$ cat src/rtl/brr_pkg.sv
// Shared types and constants for the BRR block decoder.
// No dependencies; every other file imports this package.
package brr_pkg;

    localparam int BYTE_W   = 8;
    localparam int SAMPLE_W = 16;
    localparam int PROD_W   = 24;

    // block position codes
    localparam logic [3:0] POS_HEADER = 4'd0;
    localparam logic [3:0] POS_FIRST  = 4'd1;
    localparam logic [3:0] POS_LAST   = 4'd8;

    localparam logic [3:0] SHIFT_MAX = 4'd12;

    // predictor filter codes
    localparam logic [1:0] FILT_NONE = 2'd0;
    localparam logic [1:0] FILT_ONE  = 2'd1;
    localparam logic [1:0] FILT_TWO  = 2'd2;
    localparam logic [1:0] FILT_THREE = 2'd3;

    typedef logic signed [SAMPLE_W-1:0] pcm_word_t;

    // contents of the input holding register
    typedef struct packed {
        logic              valid;
        logic              start;
        logic [BYTE_W-1:0] data;
    } in_slot_t;

endpackage

$ cat src/rtl/brr_stream_if.sv
// Byte channel into the BRR decoder: valid/ready plus the stream byte fields.
// Depends on brr_pkg.
interface brr_stream_if
    import brr_pkg::*;
    ();
    logic              valid;
    logic              ready;
    logic [BYTE_W-1:0] stream_byte;
    logic              stream_start;

    modport source (output valid, output stream_byte, output stream_start, input ready);
    modport sink   (input valid, input stream_byte, input stream_start, output ready);
endinterface

$ cat src/rtl/brr_sample_if.sv
// Sample channel out of the BRR decoder: valid/ready plus the sample fields.
// Depends on brr_pkg.
interface brr_sample_if
    import brr_pkg::*;
    ();
    logic      valid;
    logic      ready;
    pcm_word_t pcm_sample;
    logic      pair_last;
    logic      block_loop;
    logic      block_end;

    modport source (output valid, output pcm_sample, output pair_last,
                    output block_loop, output block_end, input ready);
    modport sink   (input valid, input pcm_sample, input pair_last,
                    input block_loop, input block_end, output ready);
endinterface

$ cat src/rtl/brr_in_stage.sv
// Input holding register of the BRR decoder.
// Depends on brr_pkg and brr_stream_if.
module brr_in_stage
    import brr_pkg::*;
(
    input  logic              clk,
    input  logic              rst_n,
    brr_stream_if.sink        stream,
    input  logic              consume,
    output in_slot_t          slot
);

    logic              valid_reg;
    logic              valid_next;
    logic [BYTE_W-1:0] data_reg;
    logic              start_reg;
    logic              accept;

    // take a new item when empty or when the held one leaves this cycle
    assign stream.ready = !valid_reg || consume;
    assign accept       = stream.valid && stream.ready;

    always_comb
    begin
        valid_next = valid_reg;
        if (accept)
        begin
            valid_next = 1'b1;
        end
        else if (consume)
        begin
            valid_next = 1'b0;
        end
    end

    always_ff @(posedge clk or negedge rst_n)
    begin
        if (!rst_n)
        begin
            valid_reg <= 1'b0;
        end
        else
        begin
            valid_reg <= valid_next;
        end
    end

    always_ff @(posedge clk)
    begin
        if (accept)
        begin
            data_reg  <= stream.stream_byte;
            start_reg <= stream.stream_start;
        end
    end

    assign slot.valid = valid_reg;
    assign slot.start = start_reg;
    assign slot.data  = data_reg;

endmodule

$ cat src/rtl/brr_sample_calc.sv
// One BRR sample: sign-extend and shift a nibble, add the fixed-coefficient
// prediction from the last two samples, wrap to 16 bits. Depends on brr_pkg.
module brr_sample_calc
    import brr_pkg::*;
(
    input  logic [3:0] nibble,
    input  logic [3:0] shift,
    input  logic [1:0] filter,
    input  pcm_word_t  prior,
    input  pcm_word_t  older,
    output pcm_word_t  sample
);

    logic signed [PROD_W-1:0] p_ext;
    logic signed [PROD_W-1:0] q_ext;
    logic signed [PROD_W-1:0] p15;
    logic signed [PROD_W-1:0] p61;
    logic signed [PROD_W-1:0] p115;
    logic signed [PROD_W-1:0] q15;
    logic signed [PROD_W-1:0] q13;
    logic signed [PROD_W-1:0] p15_s;
    logic signed [PROD_W-1:0] p61_s;
    logic signed [PROD_W-1:0] p115_s;
    logic signed [PROD_W-1:0] q15_s;
    logic signed [PROD_W-1:0] q13_s;
    pcm_word_t                nib_ext;
    pcm_word_t                scaled;
    pcm_word_t                pred;

    assign nib_ext = pcm_word_t'({{(SAMPLE_W-4){nibble[3]}}, nibble});
    assign scaled  = nib_ext <<< shift;

    assign p_ext = PROD_W'(prior);
    assign q_ext = PROD_W'(older);

    // constant multiplies as shift-and-add
    assign p15  = (p_ext <<< 4) - p_ext;
    assign p61  = (p_ext <<< 6) - (p_ext <<< 1) - p_ext;
    assign p115 = (p_ext <<< 7) - (p_ext <<< 3) - (p_ext <<< 2) - p_ext;
    assign q15  = (q_ext <<< 4) - q_ext;
    assign q13  = (q_ext <<< 3) + (q_ext <<< 2) + q_ext;

    // arithmetic right shift floors
    assign p15_s  = p15  >>> 4;
    assign p61_s  = p61  >>> 5;
    assign p115_s = p115 >>> 6;
    assign q15_s  = q15  >>> 4;
    assign q13_s  = q13  >>> 4;

    always_comb
    begin
        case (filter)
            FILT_NONE:  pred = '0;
            FILT_ONE:   pred = pcm_word_t'(p15_s[SAMPLE_W-1:0]);
            FILT_TWO:   pred = pcm_word_t'(p61_s[SAMPLE_W-1:0] - q15_s[SAMPLE_W-1:0]);
            FILT_THREE: pred = pcm_word_t'(p115_s[SAMPLE_W-1:0] - q13_s[SAMPLE_W-1:0]);
            default:    pred = '0;
        endcase
    end

    assign sample = scaled + pred;

endmodule

$ cat src/rtl/brr_adpcm_block_decoder.sv
// Top level of the BRR block decoder: header tracking, sample history,
// nibble sequencing and the output register. Depends on brr_pkg, both
// channel interfaces, brr_in_stage and brr_sample_calc.
//
// The decoder takes one stream byte per item. A header byte is absorbed and
// yields no sample; a data byte is held in the input register while it yields
// two samples, high nibble first, one per cycle while the output accepts them,
// because the predictor output of each sample is the history for the next. A
// sample appears at the output in the cycle after its nibble is worked; the
// input register accepts the next byte in the same cycle that the low nibble
// of the current byte is worked. A header byte is absorbed even while a sample
// waits downstream, but a nibble is worked only when the output register is
// empty or is read in that cycle.
module brr_adpcm_block_decoder
    import brr_pkg::*;
(
    input  logic         clk,
    input  logic         rst_n,
    brr_stream_if.sink   stream,
    brr_sample_if.source sample
);

    in_slot_t   slot;
    logic       consume;

    logic [3:0] pos_reg;
    logic [3:0] pos_next;
    logic [3:0] shift_reg;
    logic [3:0] shift_next;
    logic [1:0] filter_reg;
    logic [1:0] filter_next;
    logic       loop_reg;
    logic       loop_next;
    logic       end_reg;
    logic       end_next;
    pcm_word_t  prior_reg;
    pcm_word_t  prior_next;
    pcm_word_t  older_reg;
    pcm_word_t  older_next;
    logic       phase_reg;
    logic       phase_next;

    logic       out_valid_reg;
    logic       out_valid_next;
    pcm_word_t  out_sample_reg;
    logic       out_last_reg;
    logic       out_loop_reg;
    logic       out_end_reg;

    logic       start_eff;
    logic [3:0] pos_eff;
    pcm_word_t  prior_eff;
    pcm_word_t  older_eff;
    logic       is_header;
    logic       out_free;
    logic       step;
    logic       data_step;
    logic [3:0] nibble;
    logic [3:0] hdr_shift;
    pcm_word_t  new_sample;

    brr_in_stage u_in_stage (
        .clk     (clk),
        .rst_n   (rst_n),
        .stream  (stream),
        .consume (consume),
        .slot    (slot)
    );

    // a start flag acts only when the byte is first worked
    assign start_eff = slot.start && !phase_reg;
    assign pos_eff   = start_eff ? POS_HEADER : pos_reg;
    assign prior_eff = start_eff ? pcm_word_t'(0) : prior_reg;
    assign older_eff = start_eff ? pcm_word_t'(0) : older_reg;
    assign is_header = (pos_eff == POS_HEADER) || (pos_eff > POS_LAST);

    assign out_free  = !out_valid_reg || sample.ready;
    assign step      = slot.valid && (is_header || out_free);
    assign data_step = step && !is_header;
    assign consume   = step && (is_header || phase_reg);

    assign nibble    = phase_reg ? slot.data[3:0] : slot.data[7:4];
    assign hdr_shift = (slot.data[7:4] > SHIFT_MAX) ? SHIFT_MAX : slot.data[7:4];

    brr_sample_calc u_sample_calc (
        .nibble (nibble),
        .shift  (shift_reg),
        .filter (filter_reg),
        .prior  (prior_eff),
        .older  (older_eff),
        .sample (new_sample)
    );

    always_comb
    begin
        pos_next       = pos_reg;
        shift_next     = shift_reg;
        filter_next    = filter_reg;
        loop_next      = loop_reg;
        end_next       = end_reg;
        prior_next     = prior_reg;
        older_next     = older_reg;
        phase_next     = phase_reg;
        out_valid_next = out_valid_reg && !sample.ready;

        if (step && is_header)
        begin
            shift_next  = hdr_shift;
            filter_next = slot.data[3:2];
            loop_next   = slot.data[1];
            end_next    = slot.data[0];
            pos_next    = POS_FIRST;
            prior_next  = prior_eff;
            older_next  = older_eff;
        end
        else if (data_step)
        begin
            prior_next     = new_sample;
            older_next     = prior_eff;
            phase_next     = !phase_reg;
            out_valid_next = 1'b1;
            if (phase_reg)
            begin
                // advance the block position after the low nibble
                pos_next = (pos_eff >= POS_LAST) ? POS_HEADER : pos_eff + 4'd1;
            end
        end
    end

    always_ff @(posedge clk or negedge rst_n)
    begin
        if (!rst_n)
        begin
            pos_reg       <= POS_HEADER;
            shift_reg     <= '0;
            filter_reg    <= FILT_NONE;
            loop_reg      <= 1'b0;
            end_reg       <= 1'b0;
            prior_reg     <= '0;
            older_reg     <= '0;
            phase_reg     <= 1'b0;
            out_valid_reg <= 1'b0;
        end
        else
        begin
            pos_reg       <= pos_next;
            shift_reg     <= shift_next;
            filter_reg    <= filter_next;
            loop_reg      <= loop_next;
            end_reg       <= end_next;
            prior_reg     <= prior_next;
            older_reg     <= older_next;
            phase_reg     <= phase_next;
            out_valid_reg <= out_valid_next;
        end
    end

    always_ff @(posedge clk)
    begin
        if (data_step)
        begin
            out_sample_reg <= new_sample;
            out_last_reg   <= phase_reg;
            out_loop_reg   <= loop_reg;
            out_end_reg    <= end_reg;
        end
    end

    assign sample.valid      = out_valid_reg;
    assign sample.pcm_sample = out_sample_reg;
    assign sample.pair_last  = out_last_reg;
    assign sample.block_loop = out_loop_reg;
    assign sample.block_end  = out_end_reg;

`ifndef SYNTHESIS
    a_phase_has_item: assert property (@(posedge clk) disable iff (!rst_n)
        phase_reg |-> slot.valid)
        else $error("low-nibble phase without a held item");

    a_pos_range: assert property (@(posedge clk) disable iff (!rst_n)
        pos_reg <= POS_LAST)
        else $error("block position out of range");

    a_low_follows: assert property (@(posedge clk) disable iff (!rst_n)
        (data_step && phase_reg) |=> (sample.valid && sample.pair_last))
        else $error("low-nibble sample not presented");

    a_header_no_phase: assert property (@(posedge clk) disable iff (!rst_n)
        (step && is_header) |=> !phase_reg)
        else $error("header byte left a nibble phase set");

    a_high_then_low: assert property (@(posedge clk) disable iff (!rst_n)
        (data_step && !phase_reg) |=> (phase_reg && sample.valid && !sample.pair_last))
        else $error("high-nibble sample did not set up the low nibble");
`endif

endmodule

$ cat src/flat_wrapper.sv
// flat-port wrapper written by rule: the top's interface ports become plain ports
module brr_adpcm_block_decoder_flat import brr_pkg::*;
  (clk, rst_n, stream_valid, stream_stream_byte, stream_stream_start, stream_ready, sample_valid, sample_pcm_sample, sample_pair_last, sample_block_loop, sample_block_end, sample_ready);
  brr_stream_if stream_i ();
  brr_sample_if sample_i ();
  input  logic clk;
  input  logic rst_n;
  input wire logic [$bits(stream_i.valid)-1:0] stream_valid;
  input wire logic [$bits(stream_i.stream_byte)-1:0] stream_stream_byte;
  input wire logic [$bits(stream_i.stream_start)-1:0] stream_stream_start;
  output wire logic [$bits(stream_i.ready)-1:0] stream_ready;
  output wire logic [$bits(sample_i.valid)-1:0] sample_valid;
  output wire logic [$bits(sample_i.pcm_sample)-1:0] sample_pcm_sample;
  output wire logic [$bits(sample_i.pair_last)-1:0] sample_pair_last;
  output wire logic [$bits(sample_i.block_loop)-1:0] sample_block_loop;
  output wire logic [$bits(sample_i.block_end)-1:0] sample_block_end;
  input wire logic [$bits(sample_i.ready)-1:0] sample_ready;
  assign stream_i.valid = stream_valid;
  assign stream_i.stream_byte = stream_stream_byte;
  assign stream_i.stream_start = stream_stream_start;
  assign stream_ready = stream_i.ready;
  assign sample_valid = sample_i.valid;
  assign sample_pcm_sample = sample_i.pcm_sample;
  assign sample_pair_last = sample_i.pair_last;
  assign sample_block_loop = sample_i.block_loop;
  assign sample_block_end = sample_i.block_end;
  assign sample_i.ready = sample_ready;
  brr_adpcm_block_decoder u_core (.clk(clk), .rst_n(rst_n), .stream(stream_i), .sample(sample_i));
endmodule
$ cat config.mk
export PLATFORM = sky130hd
export DESIGN_NAME = brr_adpcm_block_decoder_flat
export DESIGN_NICKNAME = d
export VERILOG_FILES = /design/src/rtl/brr_pkg.sv /design/src/rtl/brr_stream_if.sv /design/src/rtl/brr_sample_if.sv /design/src/rtl/brr_in_stage.sv /design/src/rtl/brr_sample_calc.sv /design/src/rtl/brr_adpcm_block_decoder.sv /design/src/flat_wrapper.sv
export SDC_FILE = /design/constraint.sdc
export NUM_CORES = 1
export LEC_CHECK = 0
export ABC_CLOCK_PERIOD_IN_PS = 7400
export BUFFER_PORTS_ARGS = -buffer_cell sky130_fd_sc_hd__buf_2
export CORE_ASPECT_RATIO = 1.25
export CORE_MARGIN = 3
export CORE_UTILIZATION = 55
export DETAILED_ROUTE_END_ITERATION = 8
export PLACE_DENSITY_LB_ADDON = 0.12
export RECOVER_POWER = 100
export SYNTH_ARGS = -nofsm -noshare
export SYNTH_HDL_FRONTEND = slang
export SYNTH_SLANG_ARGS = --single-unit
$ cat constraint.sdc
create_clock -name clk -period 7.4 [get_ports clk]
set_input_delay 1.48 -clock clk [delete_from_list [all_inputs] [get_ports clk]]
set_output_delay 1.48 -clock clk [all_outputs]
set_load 0.1 [all_outputs]
# Yosys cells after proc, flatten, opt, wreduce, memory -nomap -nowiden

Cells that the tools add are included.

Logic and storage cells: 79
Register bits after elaboration: 75
Bits of input ports: 13
Output and inout port bits: 21

$add $sub $neg: 13
Shift operators: 1
Reductions and logical operators: 24
Bitwise logic cells: 1
Equal/unequal tests: 3
Muxes and demuxes: 18
Order comparisons: 3

Operator list:

| kind                                                          | count |
|---|---|
| 16-bit 2-to-1 mux                                             | 6 |
| 16-bit one-hot mux with 4 select lines                        | 1 |
| 20-bit by 16-bit subtractor with 20-bit output                | 2 |
| 16-bit subtractor                                             | 2 |
| 4-bit 2-to-1 mux                                              | 7 |
| 22-bit by 16-bit subtractor with 22-bit output                | 1 |
| 22-bit by 18-bit subtractor with 22-bit output                | 1 |
| 22-bit by 19-bit subtractor with 22-bit output                | 1 |
| 21-bit by 16-bit subtractor with 21-bit output                | 1 |
| 21-bit by 17-bit subtractor with 21-bit output                | 1 |
| 19-bit by 18-bit adder with 20-bit output                     | 1 |
| 20-bit by 16-bit adder with 20-bit output                     | 1 |
| 16-bit adder                                                  | 1 |
| 4-bit by 4-bit <<< shifter with 16-bit output                 | 1 |
| 4-bit > comparator, second input constant                     | 2 |
| 1-bit logical AND                                             | 7 |
| 2-bit nonzero test                                            | 3 |
| 1-bit logical NOT                                             | 5 |
| 1-bit logical OR                                              | 5 |
| 4-bit by 1-bit adder with 4-bit output, second input constant | 1 |
| 2-bit == test, second input constant                          | 2 |
| 4-bit greater-or-equal comparator, second input constant      | 1 |
| 4-bit logical NOT                                             | 1 |
| 1-bit 2-to-1 mux                                              | 4 |
| 4 further kinds                                               | 5 |

# Logic depth before layout (Yosys ltp)

Gate-level depths: netlist of the first run.

Depth after elaboration: 11
Depth in mapped cells: 42
Gate-level depth less buffers: 38

# Hierarchy

A second synthesis of the first run with hierarchy kept.

Cell total of the unflattened synthesis: 1230
Area total of the unflattened synthesis: 10859.2 µm²

By module, submodules not included:

| module                  | area each (µm²) | seq. area each (µm²) | times used | cells an instance |
|---|---|---|---|---|
| brr_sample_calc         | 7365.8          | 0.0                  | 1          | 979 |
| brr_adpcm_block_decoder | 3154.3          | 1721.7               | 1          | 236 |
| brr_in_stage            | 339.1           | 295.3                | 1          | 15 |

# Worst setup path after synthesis of the first run

No wires, ideal clock.

Path type: register -> register
Start: register u_core.phase_reg
End: register u_core.prior_reg[15]
Arrival time: 7.234 ns
Stages on the path, launching flop included: 37
Buffers on the path: 5
Required time: 7.278 ns
Clock period less this slack: 7.356 ns
Setup time: 0.122 ns
Slack: 0.044 ns
Path through: dfrtp_1 buf_4 nand2b_4 buf_4 clkbuf_1 clkbuf_1 buf_1 nand2_1 inv_1 fa_1 ha_1 and3_1 a31o_2 a21o_1 a21o_1 a31o_2 o41a_1 a21oi_1 xor2_1 ha_1 a21o_1 a21oi_1 o21ai_0 a41o_1 o21ai_2 nand2b_1 a21oi_1 xnor2_1 a21oi_1 o22ai_1 ha_1 or3_1 o21ai_0 a21oi_1 xor2_1 xnor2_1 a22o_1

Word-level cells in the longest chain between the ends: 11
Elaborated cells on any way between the ends: 31
Those cells by class: 12 x add/sub; 1 x order compare; 1 x shift; 7 x mux; 10 x reduce/logical

Ends and longest elaborated chain:

| item                                           | RTL line                       | RTL |
|---|---|---|
| start, declared                                | brr_adpcm_block_decoder.sv:40  | `logic phase_reg;` |
| start signal, assigned                         | brr_adpcm_block_decoder.sv:153 | `phase_reg <= phase_next;` |
| 1-bit logical NOT                              | brr_adpcm_block_decoder.sv:71  | `assign start_eff = slot.start && !phase_reg;` |
| 1-bit logical AND                              | brr_adpcm_block_decoder.sv:71  |  |
| 16-bit 2-to-1 mux                              | brr_adpcm_block_decoder.sv:73  | `assign prior_eff = start_eff ? pcm_word_t'(0) : prior_reg;` |
| 22-bit by 19-bit subtractor with 22-bit output | brr_sample_calc.sv:39          | `assign p115 = (p_ext <<< 7) - (p_ext <<< 3) - (p_ext <<< 2) - p_ext;` |
| 22-bit by 18-bit subtractor with 22-bit output | brr_sample_calc.sv:39          |  |
| 22-bit by 16-bit subtractor with 22-bit output | brr_sample_calc.sv:39          |  |
| 16-bit subtractor                              | brr_sample_calc.sv:56          | `FILT_THREE: pred = pcm_word_t'(p115_s[SAMPLE_W-1:0] - q13_s[SAMPLE_W-1:0]);` |
| 16-bit one-hot mux with 4 select lines         | brr_sample_calc.sv:52          | `case (filter)` |
| 16-bit adder *                                 | brr_sample_calc.sv:61          | `assign sample = scaled + pred;` |
| via u_core.new_sample[15]                      | brr_adpcm_block_decoder.sv:60  | `pcm_word_t new_sample;` |
| 16-bit 2-to-1 mux *                            | brr_adpcm_block_decoder.sv:116 | `else if (data_step)` |
| 16-bit 2-to-1 mux *                            | brr_adpcm_block_decoder.sv:106 | `if (step && is_header)` |
| end signal, assigned                           | brr_adpcm_block_decoder.sv:151 | `prior_reg <= prior_next;` |
| end, declared                                  | brr_adpcm_block_decoder.sv:36  | `pcm_word_t prior_reg;` |

The timed path passes the listed nets; every way through them passes the cells marked *. The select of a mux whose other input is x is not followed.
A chain may end at the register's enable or synchronous reset.

# Worst setup path in the final report of the first run

Start: register u_core.prior_reg[4]
End: register u_core.prior_reg[15]

Word-level cells in the longest chain between the ends: 9
Elaborated cells on any way between the ends: 13
Those cells by class: 9 x add/sub; 4 x mux

Ends and longest elaborated chain:

| item                                           | RTL line |
|---|---|
| 16-bit 2-to-1 mux *                            | brr_adpcm_block_decoder.sv:73 |
| 22-bit by 19-bit subtractor with 22-bit output | brr_sample_calc.sv:39 |
| 22-bit by 18-bit subtractor with 22-bit output | brr_sample_calc.sv:39 |
| 22-bit by 16-bit subtractor with 22-bit output | brr_sample_calc.sv:39 |
| 16-bit subtractor                              | brr_sample_calc.sv:56 |
| 16-bit one-hot mux with 4 select lines *       | brr_sample_calc.sv:52 |
| 16-bit adder *                                 | brr_sample_calc.sv:61 |
| via u_core.new_sample[15]                      | brr_adpcm_block_decoder.sv:60 |
| 16-bit 2-to-1 mux *                            | brr_adpcm_block_decoder.sv:116 |
| 16-bit 2-to-1 mux *                            | brr_adpcm_block_decoder.sv:106 |

Marks and branches as above.

==> results of run 1 <==
-- cell usage after synthesis, types with 4 or more instances --
cell type and count:
or2_2 5, and3_1 11, buf_2 4, o211ai_1 6, xnor2_1 77, a211oi_1 4, edfxtp_1 28, o21ai_1 6
a21o_1 34, clkbuf_1 21, o22ai_1 13, buf_4 5, nand3_1 19, a31oi_1 18, mux2_2 9, or3_1 9
o21a_1 19, nor2_1 84, dfrtp_1 47, nor3_1 23, o31ai_1 4, and2_1 9, mux2i_1 11, nand2_1 118
ha_1 137, a21boi_0 5, xor2_1 43, a21oi_1 88, a41o_1 7, fa_1 43, o21bai_1 14, o21ai_0 74
nor2b_1 16, inv_1 119, nand2b_1 24, a22o_1 16, o41a_1 5
-- cells by family (layout without fill, tap and decap cells) --
family,after synthesis,after routing,synth area share [%]
flip-flops,75,75,19.26
XOR/XNOR,121,121,10.19
multiplexers,21,21,2.234
AO/OA/AOI/OAI,357,357,22.69
adder cells (fa/ha/maj),183,183,24.90
AND/OR/NAND/NOR,334,334,14.90
buffers and inverters,154,198,5.830
-- cells in the final DEF (no fill, tap or decap), types with 22 or more instances in the layout --
| master | count |
|---|---|
| a21o_1 | 34 |
| a21oi_1 | 84 |
| buf_4 | 25 |
| clkbuf_1 | 22 |
| dfrtp_1 | 47 |
| edfxtp_1 | 28 |
| fa_1 | 43 |
| ha_1 | 136 |
| inv_1 | 115 |
| nand2_1 | 117 |
| nand2b_1 | 24 |
| nor2_1 | 83 |
| nor3_1 | 23 |
| o21ai_0 | 72 |
| xnor2_1 | 77 |
| xor2_1 | 43 |
-- path summary, 6_finish.rpt --
path | startpoint | end | slack (ns) | cells past startpoint
setup / recovery | u_core.prior_reg[4] | u_core.prior_reg[15] | 0.35 | 31
hold reg to reg | u_core.loop_reg | u_core.sample.block_loop | 0.45 | 0
setup reg to reg | u_core.prior_reg[4] | u_core.prior_reg[15] | 0.35 | 31
hold / removal | u_core.loop_reg | u_core.sample.block_loop | 0.45 | 0
max in group asynchronous | rst_n | u_core.pos_reg[1] | 3.55 | 2
min in group asynchronous | rst_n | u_core.prior_reg[13] | 2.18 | 2
-- worst max-delay path, delay by kind of cell (launching register included) --
kind / cells / cell delay, ns
fa+ha+maj: 4 / 1.52
xor+xnor: 6 / 0.98
compound gates: 13 / 2.45
flops: 1 / 0.66
simple gates: 8 / 1.34
-- metrics by stage --
step	utilization (%)	hold slack [ns]	area (µm²)
detailed placement	59.80	0.4407	10990
floorplan	-	0.4194	10470
global route	61.44	0.4743	11290
CTS	61.29	0.4556	11260
finish	61.44	0.4518	11290
global placement	59.80	0.4344	10990
-- final cells by class --
| class | count | share of cell area (%) |
|---|---|---|
| sequential | 75 | 17.87 |
| multi-input combinational | 1016 | 69.91 |
| clock inverter | 7 | 0.4434 |
| inverter | 120 | 3.990 |
| tap | 228 | 2.527 |
| timing repair buffer | 62 | 3.270 |
| clock buffer | 9 | 1.995 |
-- routing by layer --
layer	GRT usage (%)	share of wire (%)	vias up	wire length, µm
met2	47.24	50	196	13960
li1	-	-	4481	-
met3	2.442	3.1	70	880
met4	11.11	4.1	0	1166
met5	0	0	-	0
met1	34.94	43	4331	12090
-- repair_timing --
item / CTS / global route
setup buffers: 0 / 1
resized for setup: 0 / 19
endpoints found under the setup margin: 0 / 7
==> results.sh, run 1 <==
export IMPL_status="finished with violations"
export IMPL_violations="capacitance limit, slew limit"
export IMPL_drt_wirelength_per_cell_um=18.52
export IMPL_crit_required_ns=7.63
export IMPL_nets=1477
export IMPL_dieArea_mm2=0.02074
export IMPL_tritoncts="yes"
export IMPL_period_share_pct=95.29
export IMPL_final_cells=1517
export IMPL_placed_cells=1500
export IMPL_area_growth_pct=7.789
export IMPL_antenna_found_initial=0
export IMPL_drc=0
export IMPL_synth_cell_type_count=86
export IMPL_clk_pin_slew_ns=0.07
export IMPL_drive_gt1_share_pct=8.456
export IMPL_setup_tns_ns=0
export IMPL_fillers=1659
export IMPL_crit_path_end_kind="register"
export IMPL_overflow=0
export IMPL_fin_crit_ns=7.051
export IMPL_synth_top_area_cell="ha_1"
export IMPL_firstDrtPassIters=5
export IMPL_syn_area_per_cell_um2=8.412
export IMPL_clk_path_buf_depth=2
export IMPL_clock_sinks=75
export IMPL_cap_violations=1
export IMPL_ioPinCount=34
export IMPL_num_vias=9078
export IMPL_track_usage_pct=27.39
export IMPL_start_util_pct=57.00
export IMPL_fmax_mhz=141.8
export IMPL_critical_path_most_common_cell="a21oi_1"
export IMPL_start_kind="register"
export IMPL_ys_ff_latch=75
export IMPL_synth_nets=1438
export IMPL_grt_max_degree=48
export IMPL_max_stage_delay_ns=0.66
export IMPL_rows=55
export IMPL_worstPathArrival_ns=7.28
export IMPL_dr_first_iter_drc_count=544
export IMPL_die_h_um=160.3
export IMPL_async_reset_ff_share_pct=62.67
export IMPL_clk_latency_ns=0.35
export IMPL_critPathMaxFanout=12
export IMPL_place_ws_ns=0.1827
export IMPL_yosysSeqAreaShare_pct=19.26
export IMPL_postCtsHoldBufs=0
export IMPL_synth_ff_type="dfrtp_1"
export IMPL_setup_slack_ns=0.3487
export IMPL_ant_nets=0
export IMPL_dp_hpwl_um=22600
export IMPL_cts_buffers=9
export IMPL_grt_pass1_vias=9089
export IMPL_yosys_warnings=0
export IMPL_synthesis_area_mm2=0.01047
export IMPL_slowest_stage="dfrtp_1"
export IMPL_hp_class="register to register"
export IMPL_gp_congestion=0.8777
export IMPL_finalClockSkew_ns=0.01659
export IMPL_vias_per_cell=5.984
export IMPL_rsz0062_at_grt="false"
export IMPL_htree_levels=3
export IMPL_synth_edf_count=28
export IMPL_die_width_um=129.4
export IMPL_setup_viol=0
export IMPL_numPortBuffers=33
export IMPL_grt_pass1_wl_um=45280
export IMPL_coreArea_mm2=0.01837
export IMPL_cts_root_buf="clkbuf_16"
export IMPL_synthTopCellsByArea="ha_1, dfrtp_1, fa_1, edfxtp_1, xnor2_1"
export IMPL_synth_top_cell_area_share_pct=16.37
export IMPL_worstMarginPinSlew_ns=2.941
export IMPL_seq_area_mm2=0.002017
export IMPL_diodes=0
export IMPL_syn_inst=1245
export IMPL_routed_wl_um=28100
export IMPL_critical_path_class="register to register"
export IMPL_maxSlewHeadroom_pct=-96.04
export IMPL_hold_violations=0
export IMPL_slew_violations=48
export IMPL_multi_input_area_mm2=0.007891
Power of run 1 is left out: the tool's default activity adds up to more than one toggle a clock period on the data nets, which glitch-free logic cannot reach.
==> run 2: changes to the inputs <==
--- a/config.mk
+++ b/config.mk
@@ -5,11 +5,11 @@
 export SDC_FILE = /design/constraint.sdc
 export NUM_CORES = 1
 export LEC_CHECK = 0
-export ABC_CLOCK_PERIOD_IN_PS = 7400
+export ABC_CLOCK_PERIOD_IN_PS = 7600
 export BUFFER_PORTS_ARGS = -buffer_cell sky130_fd_sc_hd__buf_2
 export CORE_ASPECT_RATIO = 1.25
 export CORE_MARGIN = 3
-export CORE_UTILIZATION = 55
+export CORE_UTILIZATION = 30
 export DETAILED_ROUTE_END_ITERATION = 8
 export PLACE_DENSITY_LB_ADDON = 0.12
 export RECOVER_POWER = 100
==> constraint.sdc (replaced) <==
create_clock -name clk -period 7.6 [get_ports clk]
set_input_delay 1.52 -clock clk [delete_from_list [all_inputs] [get_ports clk]]
set_output_delay 1.52 -clock clk [all_outputs]
set_load 0.1 [all_outputs]
==> run 2 against run 1 <==
Effect of this change: final area rose by 2.8%; global-route usage is 10 points lower; the flow still finishes with violations (capacitance limit, slew limit); hold slack worse by 0.0041 ns; clock skew increased by 0.0047 ns; sequential cell count unchanged; register-to-register slack improved by 0.09 ns; setup slack better by 0.094 ns; via count decreased by 2.4%; sequential share of layout area is 0.48 points lower; largest cell class unchanged; core utilization down 27 points; clock-buffer cell count increased by 2; final cell count up 16%.
==> results.sh, run 2 (same netlist as run 1, synthesis figures left out) <==
export IMPL_final_cell_mix="ha_1, nand2_1, inv_1"
export IMPL_dr_first_iter_drc_count=434
export IMPL_finish_utilization_pct=34.15
export IMPL_grt_pass1_vias=9155
export IMPL_maxSlewHeadroom_pct=-112.1
export IMPL_clk_pin_slew_ns=0.06
export IMPL_drive_gt1_share_pct=8.282
export IMPL_wl_met3_um=677
export IMPL_slowest_stage="fa_1"
export IMPL_drc=0
export IMPL_vias_per_cell=5.050
export IMPL_die_h_um=214.9
export IMPL_rrSetupSlack_ns=0.44
export IMPL_postCtsHoldBufs=0
export IMPL_slew_violations=48
export IMPL_dpl_cell_area_mm2=0.01130
export IMPL_route_layer_met1_wl_um=13970
export IMPL_numPortBuffers=33
export IMPL_violations="capacitance limit, slew limit"
export IMPL_gp_congestion=0.8132
export IMPL_coreArea_mm2=0.03397
export IMPL_overflow=0
export IMPL_fin_area_mm2=0.01160
export IMPL_dr_max_layer_used="met4"
export IMPL_track_usage_pct=17.36
export IMPL_tritoncts="yes"
export IMPL_antenna_found_initial=0
export IMPL_die_width_um=173.1
export IMPL_start_kind="register"
export IMPL_fin_crit_ns=7.157
export IMPL_setup_tns_ns=0
export IMPL_cts_buffers=9
export IMPL_rr_worst_depth=32
export IMPL_crit_path_end_kind="register"
export IMPL_critPathMaxFanout=14
export IMPL_area_growth_pct=10.79
export IMPL_setup_viol=0
export IMPL_holdPathEnd="u_core.sample.block_end"
export IMPL_num_vias=8857
export IMPL_grt_pass1_wl_um=50720
export IMPL_routed_wl_um=31870
export IMPL_dp_hpwl_um=26180
export IMPL_ant_nets=0
export IMPL_finalClockSkew_ns=0.02127
export IMPL_clk_path_buf_depth=2
export IMPL_max_stage_delay_ns=0.54
export IMPL_diodes=0
export IMPL_critical_path_class="register to register"
export IMPL_r2r_end="u_core.prior_reg[15]"
export IMPL_holdPathStages=0
export IMPL_ioPinCount=34
export IMPL_hold_violations=0
export IMPL_hp_start="u_core.end_reg"
export IMPL_cap_violations=1
export IMPL_firstDrtPassIters=5
export IMPL_rows=75
export IMPL_critical_path_most_common_cell="a21oi_1"
export IMPL_start_util_pct=30.83
export IMPL_fmax_mhz=139.7
export IMPL_crit_required_ns=7.85
export IMPL_final_common_cell="ha_1"
export IMPL_nets=1480
export IMPL_htree_levels=3
export IMPL_rr_startpoint="u_core.u_in_stage.start_reg"
export IMPL_hp_class="register to register"
export IMPL_dr_wl_met2_um=16560
export IMPL_worstPathArrival_ns=7.40
export IMPL_rsz0062_at_grt="false"
export IMPL_drt_wirelength_per_cell_um=18.17
export IMPL_critPathLaunch="u_core.u_in_stage.start_reg"
export IMPL_period_share_pct=94.17
export IMPL_grt_max_degree=48
export IMPL_cts_root_buf="clkbuf_16"
export IMPL_status="finished with violations"
export IMPL_clk_latency_ns=0.37
export IMPL_clock_sinks=75
export IMPL_dieArea_mm2=0.03720
export IMPL_worstMarginPinSlew_ns=3.181
## run 2: metal layers
metal,global-route usage (%),vias up
met2,32.11,118
met3,1.924,28
met5,0,-
met4,5.084,0
met1,21.10,4227
li1,-,4484
## run 2: final cells by class
| class | count | area (µm²) |
|---|---|---|
| Multi-Input combinational cell | 1016 | 7893 |
| Timing Repair Buffer | 65 | 375.4 |
| Fill cell | 3637 | 22370 |
| Clock buffer | 11 | 232.7 |
| Clock inverter | 5 | 56.30 |
| Sequential cell | 75 | 2017 |
| Inverter | 120 | 450.4 |
| Tap cell | 462 | 578.1 |
## run 2: critical path, delay by kind of cell (launching register included)
kind / cells / cell delay (ns)
AOI/OAI and AO/OA: 16 / 2.98
xor gates and xnor gates: 5 / 0.84
adders and majority gates: 4 / 1.53
buffers and inverters: 1 / 0.25
DFF: 1 / 0.43
and+or+nand+nor: 6 / 0.97
## run 2: worst max path at each step
stage / end / cells past startpoint
floorplan: u_core.prior_reg[15] / 36
global placement: u_core.prior_reg[15] / 35
detailed placement: u_core.prior_reg[15] / 35
CTS: u_core.prior_reg[15] / 35
global route: u_core.prior_reg[15] / 32
finish: u_core.prior_reg[15] / 32
## run 2: what timing repair did
action | in CTS | in global routing
setup buffers | 0 | 1
setup endpoints to repair | 0 | 6
resized for setup | 0 | 11
## run 2: through the flow
step / instances / setup slack (ns) / hold slack [ns]
2_1_floorplan: 1245 / 0.2438 / 0.4194
3_3_place_gp: 1737 / 0.3535 / 0.4279
3_5_place_dp: 1737 / 0.2952 / 0.4327
4_1_cts: 1753 / 0.2756 / 0.4474
5_1_grt: 1754 / 0.003570 / 0.4587
6_report: 1754 / 0.4430 / 0.4477
Power of run 2 is left out for the same reason.
==> run 3: changes to the inputs <==
--- a/config.mk
+++ b/config.mk
@@ -11,7 +11,6 @@
 export CORE_MARGIN = 3
 export CORE_UTILIZATION = 30
 export DETAILED_ROUTE_END_ITERATION = 8
-export PLACE_DENSITY_LB_ADDON = 0.12
 export RECOVER_POWER = 100
 export SYNTH_ARGS = -nofsm -noshare
 export SYNTH_HDL_FRONTEND = slang
==> run 3 against run 2 <==
Effect of this change: the run still ends with capacitance limit, slew limit left; critical path depth unchanged; register-to-register slack got worse by 0.08 ns; global-route usage decreased by 1.9 points; final area down 0.37%; largest cell class unchanged; via count rose by 1.9%; highest routed layer unchanged; wire length down 7.5%.
==> results.sh, run 3 (same netlist as run 1, synthesis figures left out) <==
export IMPL_status="finished with violations"
export IMPL_violations="capacitance limit, slew limit"
export IMPL_place_ws_ns=0.2025
export IMPL_dieArea_mm2=0.03720
export IMPL_hp_class="register to register"
export IMPL_fmax_mhz=138.1
export IMPL_critPathBufInv=2
export IMPL_rows=75
export IMPL_tritoncts="yes"
export IMPL_cap_violations=3
export IMPL_overflow=0
export IMPL_setup_viol=0
export IMPL_start_kind="register"
export IMPL_crit_family="compound AO/OA/AOI/OAI gates"
export IMPL_ant_nets=0
export IMPL_diodes=0
export IMPL_fin_crit_ns=7.239
export IMPL_clock_sinks=75
export IMPL_dr_first_iter_drc_count=419
export IMPL_die_width_um=173.1
export IMPL_critical_path_most_common_cell="a21oi_1"
export IMPL_critPathMaxFanout=26
export IMPL_seq_area_mm2=0.002017
export IMPL_clk_path_buf_depth=2
export IMPL_nets=1476
export IMPL_area_growth_pct=10.38
export IMPL_hold_violations=0
export IMPL_grt_pass1_wl_um=46510
export IMPL_dpl_cell_area_mm2=0.01127
export IMPL_clk_latency_ns=0.37
export IMPL_grt_pass1_vias=9089
export IMPL_antenna_found_initial=0
export IMPL_firstDrtPassIters=5
export IMPL_fin_area_mm2=0.01156
export IMPL_gp_congestion=0.9180
export IMPL_dp_hpwl_um=23870
export IMPL_critical_path_class="register to register"
export IMPL_worstPathArrival_ns=7.48
export IMPL_slowest_stage="fa_1"
export IMPL_drc=0
export IMPL_cts_buffers=9
export IMPL_slew_violations=117
export IMPL_ioPinCount=34
export IMPL_htree_levels=3
export IMPL_worstMarginPinSlew_ns=3.066
export IMPL_drive_gt1_share_pct=7.686
export IMPL_crit_path_end_kind="register"
export IMPL_setup_tns_ns=0
export IMPL_clk_pin_slew_ns=0.06
export IMPL_num_vias=9024
export IMPL_grt_max_degree=48
export IMPL_max_stage_delay_ns=0.49
export IMPL_fillers=3579
export IMPL_track_usage_pct=15.44
export IMPL_setup_slack_ns=0.3609
export IMPL_crit_required_ns=7.84
export IMPL_routed_wl_um=29490
export IMPL_final_cell_mix="ha_1, inv_1, nand2_1"
export IMPL_drt_wirelength_per_cell_um=16.85
export IMPL_coreArea_mm2=0.03397
export IMPL_die_h_um=214.9
export IMPL_final_common_cell="ha_1"
export IMPL_maxSlewHeadroom_pct=-104.4
export IMPL_start_util_pct=30.83
export IMPL_rsz0062_at_grt="false"
export IMPL_multi_input_area_mm2=0.007866
export IMPL_vias_per_cell=5.157
export IMPL_period_share_pct=95.25
export IMPL_finalClockSkew_ns=0.01850
export IMPL_cts_root_buf="clkbuf_16"
export IMPL_numPortBuffers=33
## run 3: changes by cell type in the layout (fill, tap and decap cells not counted), sizes merged
| cell | previous run | this run |
|---|---|---|
| buf | 42 | 37 |
| inv | 119 | 120 |
## run 3: per-layer routing
metal	track usage, %	vias to the layer above	share of wire (%)
met2	28.74	183	50
met3	1.518	64	3.0
li1	-	4469	-
met4	5.625	0	3.5
met1	18.32	4308	43
met5	0	-	0
## run 3: cell type report
class	count	area share [%]
multi-input cells	1016	68.05
flip-flops and latches	75	17.45
well taps	462	5.001
inverters	120	3.897
repair buffers	61	3.063
clock buffers	10	1.981
clock inverters	6	0.5628
## run 3: worst paths after layout
path / from / end / slack (ns) / cells past startpoint
max: u_core.u_in_stage.start_reg / u_core.prior_reg[15] / 0.36 / 32
min: u_core.loop_reg / u_core.sample.block_loop / 0.45 / 0
max reg2reg: u_core.u_in_stage.start_reg / u_core.prior_reg[15] / 0.36 / 32
min reg2reg: u_core.loop_reg / u_core.sample.block_loop / 0.45 / 0
max in group asynchronous: rst_n / u_core.older_reg[15] / 3.59 / 2
min in group asynchronous: rst_n / u_core.shift_reg[0] / 2.26 / 2
## run 3: metrics by stage
stage / std cells / hold WS (ns) / util (%)
floorplan: 1245 / 0.4194 / -
global placement: 1733 / 0.4254 / 33.18
global route: 1750 / 0.4613 / 34.03
finish: 1750 / 0.4471 / 34.03
CTS: 1749 / 0.4487 / 34.05
detailed placement: 1733 / 0.4305 / 33.18
## run 3: worst register-to-register path: cells and delay by family (launching register included)
kind                       cells  cell delay (ns)
xor gates and xnor gates       4             0.61
and+or+nand+nor                5             0.94
DFF                            1             0.42
AOI/OAI and AO/OA             17             3.32
adders and majority gates      4             1.47
buffers and inverters          2             0.37
## run 3: repair_timing
action                                  CTS  global route
hold buffers                              0             0
endpoints found under the setup margin    0             5
resized for setup                         0             9
buffers inserted                          0             1
Power of run 3 is left out for the same reason.
